## config.mk

```make
export PLATFORM = sky130hd
export DESIGN_NAME = online_box_suppression_table
export DESIGN_NICKNAME = d
export VERILOG_FILES = /design/src/rtl/obst_pkg.sv /design/src/rtl/online_box_suppression_table.sv /design/src/rtl/obst_ctrl.sv /design/src/rtl/obst_datapath.sv
export SDC_FILE = /design/constraint.sdc
export NUM_CORES = 2
export LEC_CHECK = 0
export BUFFER_PORTS_ARGS = -buffer_cell sky130_fd_sc_hd__buf_2
export CAP_MARGIN = 15
export CORE_ASPECT_RATIO = 2
export CORE_MARGIN = 2
export CORE_UTILIZATION = 50
export DETAILED_ROUTE_END_ITERATION = 8
export GPL_TIMING_DRIVEN = 0
export PLACE_DENSITY_LB_ADDON = 0.25
export RECOVER_POWER = 25
export SLEW_MARGIN = 20
export SYNTH_ARGS = -nofsm -noshare
export SYNTH_HDL_FRONTEND = slang
export SYNTH_HIERARCHICAL = 1
export SYNTH_SLANG_ARGS = --single-unit
```

## constraint.sdc

```tcl
create_clock -name i_clk -period 13.62 [get_ports i_clk]
set_clock_uncertainty 0.15 [all_clocks]
set_input_delay 2.724 -clock i_clk [delete_from_list [all_inputs] [get_ports i_clk]]
set_output_delay 2.724 -clock i_clk [all_outputs]
set_load 0.005 [all_outputs]
```

## src/rtl/obst_pkg.sv

```systemverilog
// obst_pkg: shared types, codes and constants for the box suppression table
// no dependencies
`timescale 1ns / 1ps
`default_nettype none
package obst_pkg;
    localparam int MaxBoxes = 16;
    localparam int IdxW     = 4;
    localparam int CntW     = 5;
    localparam int CoordW   = 13;

    typedef enum logic [1:0] {
        t_OP_INSERT = 2'd0,
        t_OP_READ   = 2'd1,
        t_OP_CLEAR  = 2'd2,
        t_OP_NONE   = 2'd3
    } t_op;

    typedef enum logic [2:0] {
        ACT_REPLACED = 3'd0,
        ACT_DROPPED  = 3'd1,
        ACT_APPENDED = 3'd2,
        ACT_EVICTED  = 3'd3,
        ACT_READ     = 3'd4,
        ACT_CLEARED  = 3'd5
    } t_action;

    typedef enum logic [2:0] {
        ST_IDLE,
        ST_READ,
        ST_FETCH,
        ST_CALC,
        ST_TEST,
        ST_OUT
    } t_state;

    // controller -> datapath
    typedef struct packed {
        logic       load;     // capture input item, reset scan
        logic       show;     // copy the read entry into the result
        logic       fetch;    // register stored entry at scan index
        logic       calc;     // register intersection / areas
        logic       test;     // evaluate overlap and minimum, advance
        logic       finish;   // form result
        logic       out_take; // output transfer
    } t_cmd;

    // datapath -> controller
    typedef struct packed {
        logic       scan_done; // scan index reached count
        logic       hit;       // overlap found at current entry
    } t_sts;
endpackage
`default_nettype wire

```

## src/rtl/online_box_suppression_table.sv

```systemverilog
// online_box_suppression_table: top level, apb register and handshake wiring
// depends on obst_pkg, obst_ctrl, obst_datapath
`timescale 1ns / 1ps
`default_nettype none
// Greedy overlap suppression over a 16-entry box table. An insert passes
// through accept, then per stored entry scanned a fetch from the table memory,
// one registered multiply stage for the intersection and areas, and the
// cross-multiplied ratio compare, then a final fetch and the result; a read
// goes through accept, table read and result, and a clear through accept and
// result. One item is in work at a time; input stall is high until its result
// transfer completes. Operation code three is taken and gives no result.
// Register 0 at byte address 0 is the overlap threshold in 1/256 units.
module online_box_suppression_table (
    input  wire                i_clk,
    input  wire                i_rst_n,
    input  wire                psel,
    input  wire                penable,
    input  wire                pwrite,
    input  wire  [1:0]         paddr,
    input  wire  [31:0]        pwdata,
    output logic [31:0]        prdata,
    output logic               pready,
    input  wire                i_valid,
    output logic               o_stall,
    input  wire  [1:0]         i_operation,
    input  wire  signed [11:0] i_x_center,
    input  wire  signed [11:0] i_y_center,
    input  wire  [10:0]        i_box_width,
    input  wire  [10:0]        i_box_height,
    input  wire  [15:0]        i_score,
    input  wire  [15:0]        i_distance,
    input  wire  [1:0]         i_class_id,
    input  wire  [3:0]         i_read_index,
    output logic               o_valid,
    input  wire                i_stall,
    output logic [2:0]         o_action,
    output logic [3:0]         o_slot,
    output logic [4:0]         o_entry_count,
    output logic               o_entry_valid,
    output logic signed [12:0] o_left_edge,
    output logic signed [12:0] o_top_edge,
    output logic signed [12:0] o_right_edge,
    output logic signed [12:0] o_bottom_edge,
    output logic [15:0]        o_entry_score,
    output logic [15:0]        o_entry_distance,
    output logic [1:0]         o_entry_class
);
    logic [7:0] r_thresh;
    obst_pkg::t_cmd cmd;
    obst_pkg::t_sts sts;

    // apb register: only address zero holds the threshold
    assign pready = 1'b1;
    assign prdata = (paddr == 2'd0) ? {24'd0, r_thresh} : 32'd0;

    always_ff @(posedge i_clk) begin
        if (!i_rst_n) r_thresh <= 8'd115;
        else if (psel && penable && pwrite && paddr == 2'd0) r_thresh <= pwdata[7:0];
    end

    obst_ctrl u_ctrl (
        .i_clk       (i_clk),
        .i_rst_n     (i_rst_n),
        .i_valid     (i_valid),
        .i_operation (i_operation),
        .i_out_stall (i_stall),
        .i_sts       (sts),
        .o_cmd       (cmd),
        .o_in_stall  (o_stall),
        .o_out_valid (o_valid)
    );

    obst_datapath u_dp (
        .i_clk (i_clk), .i_rst_n (i_rst_n), .i_cmd (cmd), .o_sts (sts),
        .i_thresh (r_thresh), .i_operation (i_operation),
        .i_x_center (i_x_center), .i_y_center (i_y_center),
        .i_box_width (i_box_width), .i_box_height (i_box_height),
        .i_score (i_score), .i_distance (i_distance), .i_class_id (i_class_id),
        .i_read_index (i_read_index),
        .o_action (o_action), .o_slot (o_slot), .o_entry_count (o_entry_count),
        .o_entry_valid (o_entry_valid), .o_left_edge (o_left_edge),
        .o_top_edge (o_top_edge), .o_right_edge (o_right_edge),
        .o_bottom_edge (o_bottom_edge), .o_entry_score (o_entry_score),
        .o_entry_distance (o_entry_distance), .o_entry_class (o_entry_class)
    );

    // stored count never exceeds the table depth
    a_count_max: assert property (@(posedge i_clk) disable iff (!i_rst_n)
        o_valid |-> (o_entry_count <= 5'd16)) else $error("count overflow");
    // a clear result always reports an empty table
    a_clear_empty: assert property (@(posedge i_clk) disable iff (!i_rst_n)
        (o_valid && o_action == obst_pkg::ACT_CLEARED) |-> (o_entry_count == 5'd0))
        else $error("clear not empty");
    // input side is held while a result waits
    a_one_item: assert property (@(posedge i_clk) disable iff (!i_rst_n)
        o_valid |-> o_stall) else $error("input open with pending result");
endmodule
`default_nettype wire

```

## src/rtl/obst_ctrl.sv

```systemverilog
// obst_ctrl: sequencing state machine for insert, read and clear items
// depends on obst_pkg
`timescale 1ns / 1ps
`default_nettype none
module obst_ctrl (
    input  wire             i_clk,
    input  wire             i_rst_n,
    input  wire             i_valid,
    input  wire [1:0]       i_operation,
    input  wire             i_out_stall,
    input  obst_pkg::t_sts  i_sts,
    output obst_pkg::t_cmd  o_cmd,
    output logic            o_in_stall,
    output logic            o_out_valid
);
    obst_pkg::t_state r_state, n_state;
    logic take;

    assign take = i_valid && (r_state == obst_pkg::ST_IDLE);

    always_comb begin
        n_state = r_state;
        case (r_state)
            obst_pkg::ST_IDLE: begin
                if (i_valid) begin
                    if (i_operation == obst_pkg::t_OP_INSERT) n_state = obst_pkg::ST_FETCH;
                    else if (i_operation == obst_pkg::t_OP_READ) n_state = obst_pkg::ST_READ;
                    else if (i_operation == obst_pkg::t_OP_CLEAR) n_state = obst_pkg::ST_OUT;
                end
            end
            obst_pkg::ST_READ: n_state = obst_pkg::ST_OUT;
            obst_pkg::ST_FETCH: begin
                if (i_sts.scan_done) n_state = obst_pkg::ST_OUT;
                else n_state = obst_pkg::ST_CALC;
            end
            obst_pkg::ST_CALC: n_state = obst_pkg::ST_TEST;
            obst_pkg::ST_TEST: begin
                if (i_sts.hit) n_state = obst_pkg::ST_OUT;
                else n_state = obst_pkg::ST_FETCH;
            end
            obst_pkg::ST_OUT: begin
                if (!i_out_stall) n_state = obst_pkg::ST_IDLE;
            end
            default: n_state = obst_pkg::ST_IDLE;
        endcase
    end

    always_comb begin
        o_cmd          = '0;
        o_cmd.load     = take;
        o_cmd.show     = (r_state == obst_pkg::ST_READ);
        o_cmd.fetch    = (r_state == obst_pkg::ST_FETCH);
        o_cmd.calc     = (r_state == obst_pkg::ST_CALC);
        o_cmd.test     = (r_state == obst_pkg::ST_TEST);
        o_cmd.finish   = (r_state == obst_pkg::ST_FETCH && i_sts.scan_done)
                      || (r_state == obst_pkg::ST_TEST && i_sts.hit);
        o_cmd.out_take = (r_state == obst_pkg::ST_OUT) && !i_out_stall;
        o_in_stall     = (r_state != obst_pkg::ST_IDLE);
        o_out_valid    = (r_state == obst_pkg::ST_OUT);
    end

    always_ff @(posedge i_clk) begin
        if (!i_rst_n) r_state <= obst_pkg::ST_IDLE;
        else          r_state <= n_state;
    end
endmodule
`default_nettype wire

```

## src/rtl/obst_datapath.sv

```systemverilog
// obst_datapath: box table memory, overlap arithmetic and result registers
// depends on obst_pkg
`timescale 1ns / 1ps
`default_nettype none
module obst_datapath (
    input  wire                    i_clk,
    input  wire                    i_rst_n,
    input  obst_pkg::t_cmd         i_cmd,
    output obst_pkg::t_sts         o_sts,
    input  wire  [7:0]             i_thresh,
    input  wire  [1:0]             i_operation,
    input  wire  signed [11:0]     i_x_center,
    input  wire  signed [11:0]     i_y_center,
    input  wire  [10:0]            i_box_width,
    input  wire  [10:0]            i_box_height,
    input  wire  [15:0]            i_score,
    input  wire  [15:0]            i_distance,
    input  wire  [1:0]             i_class_id,
    input  wire  [3:0]             i_read_index,
    output logic [2:0]             o_action,
    output logic [3:0]             o_slot,
    output logic [4:0]             o_entry_count,
    output logic                   o_entry_valid,
    output logic signed [12:0]     o_left_edge,
    output logic signed [12:0]     o_top_edge,
    output logic signed [12:0]     o_right_edge,
    output logic signed [12:0]     o_bottom_edge,
    output logic [15:0]            o_entry_score,
    output logic [15:0]            o_entry_distance,
    output logic [1:0]             o_entry_class
);
    localparam int EntW = 4 * obst_pkg::CoordW + 16 + 16 + 2;
    typedef logic [EntW-1:0] t_entry;

    t_entry mem [obst_pkg::MaxBoxes];
    t_entry r_rd;

    logic [obst_pkg::CntW-1:0] r_count;
    logic [obst_pkg::CntW-1:0] r_idx;
    logic [1:0]                r_op;
    logic [3:0]                r_ridx;
    logic signed [12:0]        r_l, r_t, r_r, r_b;
    logic [15:0]               r_sc, r_dist;
    logic [1:0]                r_cls;
    logic [21:0]               r_a1;
    logic [15:0]               r_low_sc;
    logic [3:0]                r_low_idx;
    logic [23:0]               r_inter;
    logic [24:0]               r_a2;

    // entry field views of the fetched word
    logic signed [12:0] e_l, e_t, e_r, e_b;
    logic [15:0]        e_sc, e_d;
    logic [1:0]         e_c;
    assign {e_l, e_t, e_r, e_b, e_sc, e_d, e_c} = r_rd;

    // corners of the incoming box
    logic signed [12:0] c_l, c_t;
    assign c_l = 13'(i_x_center) - 13'({2'b0, i_box_width[10:1]});
    assign c_t = 13'(i_y_center) - 13'({2'b0, i_box_height[10:1]});

    // intersection extents
    logic signed [13:0] iw, ih;
    logic signed [12:0] mr, ml, mb, mt;
    assign mr = (r_r < e_r) ? r_r : e_r;
    assign ml = (r_l > e_l) ? r_l : e_l;
    assign mb = (r_b < e_b) ? r_b : e_b;
    assign mt = (r_t > e_t) ? r_t : e_t;
    assign iw = 14'(mr) - 14'(ml);
    assign ih = 14'(mb) - 14'(mt);
    logic [12:0] iwp, ihp;
    assign iwp = iw[13] ? '0 : iw[12:0];
    assign ihp = ih[13] ? '0 : ih[12:0];
    logic signed [13:0] ew, eh;
    assign ew = 14'(e_r) - 14'(e_l);
    assign eh = 14'(e_b) - 14'(e_t);

    // overlap test: inter*256 > thr*(a1+a2-inter)
    logic signed [26:0] uni;
    logic signed [36:0] lhs, rhs;
    logic               hit;
    assign uni = 27'(r_a1) + 27'(signed'(r_a2)) - 27'(r_inter);
    assign lhs = 37'({r_inter, 8'd0});
    assign rhs = 37'(signed'({1'b0, i_thresh})) * 37'(uni);
    assign hit = i_cmd.test && (lhs > rhs);

    logic [3:0] idx;
    assign idx = r_idx[3:0];

    assign o_sts.scan_done = (r_idx >= r_count);
    assign o_sts.hit       = hit;

    always_ff @(posedge i_clk) begin
        if (i_cmd.load) r_rd <= mem[i_read_index];
        else if (i_cmd.fetch) r_rd <= mem[idx];
        if (i_cmd.finish && r_op == obst_pkg::t_OP_INSERT) begin
            if (hit) begin
                if (r_sc > e_sc) mem[idx] <= {r_l, r_t, r_r, r_b, r_sc, r_dist, r_cls};
            end else if (r_count >= 5'(obst_pkg::MaxBoxes)) begin
                mem[r_low_idx] <= {r_l, r_t, r_r, r_b, r_sc, r_dist, r_cls};
            end else begin
                mem[r_count[3:0]] <= {r_l, r_t, r_r, r_b, r_sc, r_dist, r_cls};
            end
        end
    end

    always_ff @(posedge i_clk) begin
        if (i_cmd.load) begin
            r_op   <= i_operation;
            r_ridx <= i_read_index;
            r_l    <= c_l;
            r_t    <= c_t;
            r_r    <= c_l + 13'({2'b0, i_box_width});
            r_b    <= c_t + 13'({2'b0, i_box_height});
            r_sc   <= i_score;
            r_dist <= i_distance;
            r_cls  <= i_class_id;
            r_a1   <= 22'(i_box_width * i_box_height);
        end
        if (i_cmd.calc) begin
            r_inter <= 24'(iwp * ihp);
            r_a2    <= 25'(ew * eh);
        end
        if (i_cmd.test && !hit) begin
            if (idx == '0 || e_sc < r_low_sc) begin
                r_low_sc  <= e_sc;
                r_low_idx <= idx;
            end
        end
    end

    // scan index and stored count
    always_ff @(posedge i_clk) begin
        if (!i_rst_n) begin
            r_count <= '0;
            r_idx   <= '0;
        end else begin
            if (i_cmd.load) begin
                r_idx <= '0;
                if (i_operation == obst_pkg::t_OP_CLEAR) r_count <= '0;
            end
            if (i_cmd.test && !hit) r_idx <= r_idx + 1'b1;
            if (i_cmd.finish && !hit && r_count < 5'(obst_pkg::MaxBoxes))
                r_count <= r_count + 1'b1;
        end
    end

    // result register
    always_ff @(posedge i_clk) begin
        if (i_cmd.load && i_operation != obst_pkg::t_OP_INSERT) begin
            o_entry_valid <= 1'b0;
            {o_left_edge, o_top_edge, o_right_edge, o_bottom_edge} <= '0;
            {o_entry_score, o_entry_distance, o_entry_class} <= '0;
            o_slot <= '0;
            if (i_operation == obst_pkg::t_OP_CLEAR) begin
                o_action      <= obst_pkg::ACT_CLEARED;
                o_entry_count <= '0;
            end else begin
                o_action      <= obst_pkg::ACT_READ;
                o_entry_count <= r_count;
                o_slot        <= i_read_index;
            end
        end else if (i_cmd.show && 5'(r_ridx) < r_count) begin
            o_entry_valid    <= 1'b1;
            o_left_edge      <= e_l;
            o_top_edge       <= e_t;
            o_right_edge     <= e_r;
            o_bottom_edge    <= e_b;
            o_entry_score    <= e_sc;
            o_entry_distance <= e_d;
            o_entry_class    <= e_c;
        end else if (i_cmd.finish) begin
            o_entry_valid <= 1'b0;
            {o_left_edge, o_top_edge, o_right_edge, o_bottom_edge} <= '0;
            {o_entry_score, o_entry_distance, o_entry_class} <= '0;
            if (hit) begin
                o_slot        <= idx;
                o_action      <= (r_sc > e_sc) ? obst_pkg::ACT_REPLACED
                                               : obst_pkg::ACT_DROPPED;
                o_entry_count <= r_count;
            end else if (r_count >= 5'(obst_pkg::MaxBoxes)) begin
                o_slot        <= r_low_idx;
                o_action      <= obst_pkg::ACT_EVICTED;
                o_entry_count <= r_count;
            end else begin
                o_slot        <= r_count[3:0];
                o_action      <= obst_pkg::ACT_APPENDED;
                o_entry_count <= r_count + 1'b1;
            end
        end
    end
endmodule
`default_nettype wire

```

==> results_dict.tcl <==
set metrics [dict create \
    die_w_um 333.4 \
    finalSetupViolCount 0 \
    viasPerCell 6.377 \
    outcome "completed" \
    io_buffer_count 211 \
    hold_start "r_thresh[2]" \
    r2r_start "u_dp/r_inter[10]" \
    setup_ws_ns 0.5372 \
    grt_pass1_vias 73991 \
    drt_wl_total_um 356400 \
    hold_viol 0 \
    grt_max_degree 77 \
    crit_type "register to register" \
    cts_root_buffer "clkbuf_16" \
    clk_pin_slew_ns 0.06 \
    syn_area_um2 108500 \
    dieArea_um2 221000 \
    finalCritPeriodShare_pct 96.06 \
    placementRows 241 \
    postRouteAntennaNets 0 \
    gp_congestion 0.9942 \
    htree_levels 4 \
    tightest_slew_ns 1.223 \
    pre_cts_ws_ns -1.342 \
    postCtsHoldBufs 0 \
    start_util_pct 50.33 \
    cts_buffers 169 \
    drive_gt1_share_pct 22.53 \
    overflow 0 \
    critical_path.max_fanout 14 \
    cp-end-kind "register" \
    critPathRequiredTime_ns 13.97 \
    die_h_um 662.8 \
    synthCells 7409 \
    hpwlAfterDp_um 267200 \
    startpoint "u_dp/r_inter[10]" \
    dp.cells 10542 \
    worst_setup_path_start_kind "register" \
    fin_setup_tns_ns 0 \
    yosys_warnings 6 \
    final.min_clock_period_ns 13.08 \
    firstDrtPassIters 6 \
    cts_sinks 1769 \
    drt_iter0_markers 7194 \
    drt-wirelength-per-cell_um 32.65 \
    grt_pass1_wl_um 504400 \
    clk-insertion-delay-late_ns 0.87 \
    layout.cells.non_filler 10915 \
    cts_buffer_depth 4 \
    slowest_delay_ns 0.63 \
    slew_viol_final 0 \
    io_pins 261 \
    vias 69605 \
    slew_headroom_pct 18.45 \
    cts_tree "built" \
    coreArea_um2 215600 \
    multi_input_area_um2 52170 \
    crit_slowest_cell "o21ai_1" \
    cp.arrival_ns 13.43 \
    n_fill_cell 16805 \
    min_path_type "register to register" \
    grt_usage_pct 32.31 \
    syn2layout_area_growth_pct 12.73 \
    drv_cap 0 \
    finalNetCount 9178 \
    max_freq_mhz 76.44 \
    synth.avg_cell_area_um2 14.64 \
    seq_area_um2 52000 \
    antenna_found_initial 18 \
    drc 0 \
]
-- through the flow --
step	hold slack [ns]	utilization, %	area (um2)
2_1_floorplan	0.2823	-	108600
3_3_place_gp	0.3033	52.49	113200
3_5_place_dp	0.3171	53.77	115900
4_1_cts	0.3251	56.52	121900
5_1_grt	0.3567	56.73	122300
6_report	0.3230	56.73	122300
-- final timing paths --
check / cells after the start / slack [ns] / endpoint
setup reg to reg: 51 / 0.54 / u_dp/mem[14][42]
setup / recovery: 51 / 0.54 / u_dp/mem[14][42]
hold reg to reg: 2 / 0.32 / r_thresh[2]
hold / removal: 2 / 0.32 / r_thresh[2]
-- critical path, delay by kind of cell, from the launching register on --
| family | cells | cell delay [ns] |
|---|---|---|
| and+or+nand+nor | 14 | 2.90 |
| AOI/OAI and AO/OA | 14 | 3.29 |
| DFF | 1 | 0.49 |
| muxes | 1 | 0.39 |
| buffers and inverters | 13 | 1.85 |
| xor gates and xnor gates | 1 | 0.09 |
| adders and majority gates | 8 | 3.59 |
-- sequential cells by signal (all words and copies together) (netlist names), 13 cells and up, named ones only --
signal and count:
u_dp/mem 1376, u_dp/o_bottom_edge 13, u_dp/o_entry_distance 16, u_dp/o_entry_score 16, u_dp/o_left_edge 13, u_dp/o_right_edge 13, u_dp/o_top_edge 13, u_dp/r_a1 22
u_dp/r_a2 25, u_dp/r_b 13, u_dp/r_dist 16, u_dp/r_inter 24, u_dp/r_l 13, u_dp/r_low_sc 16, u_dp/r_r 13, u_dp/r_rd 86
u_dp/r_sc 16, u_dp/r_t 13
-- metal layers --
metal	global-route usage (%)	share of wire, %	routed length, um	vias up
li1	-	-	-	28403
met2	57.51	52	184200	3917
met4	27.26	10	37410	12
met3	5.829	7.9	28280	1418
met5	0	0.024	84	-
met1	32.52	30	106400	35855
-- timing repair --
item	4_1_cts	5_1_grt
pin swaps	17	7
setup buffers	40	21
endpoints found under the setup margin	1416	1420
resized for setup	16	38
cloned	0	0
-- cells in the final DEF (no fill, tap or decap), types with 15 or more instances in the layout --
cell type / instances
mux2_2: 111
o21bai_1: 23
mux2i_1: 36
clkinv_2: 28
clkinv_1: 27
o21a_1: 43
nor2b_1: 65
a21oi_1: 223
bufinv_16: 19
fa_1: 573
clkbuf_16: 171
nor2_1: 321
edfxtp_1: 1657
a211oi_1: 15
conb_1: 25
buf_2: 251
nand4_1: 19
o21ai_0: 89
clkbuf_2: 64
nand2_1: 496
ha_1: 496
xnor2_1: 119
inv_1: 899
nor2_4: 17
nand2b_1: 41
and3_1: 31
buf_12: 54
a21o_1: 82
buf_4: 73
clkbuf_1: 262
dfxtp_1: 112
nor3_1: 72
nand3_1: 54
mux4_2: 860
nor3b_1: 90
and2_1: 177
xor2_1: 64
a21boi_0: 15
buf_16: 57
a31oi_1: 15
-- area by class of cell --
type / instances / share of cell area, %
buffer: 374 / 1.371
clock inverter: 101 / 0.8511
inverter: 900 / 2.762
tap: 2794 / 2.858
multi-input combinational: 4389 / 42.65
timing repair buffer: 379 / 3.386
clock buffer: 198 / 3.589
sequential: 1769 / 42.51
antenna: 11 / 0.02250
Power is left out: the tool's default activity adds up to more than one toggle a clock period on the data nets, which glitch-free logic cannot reach.
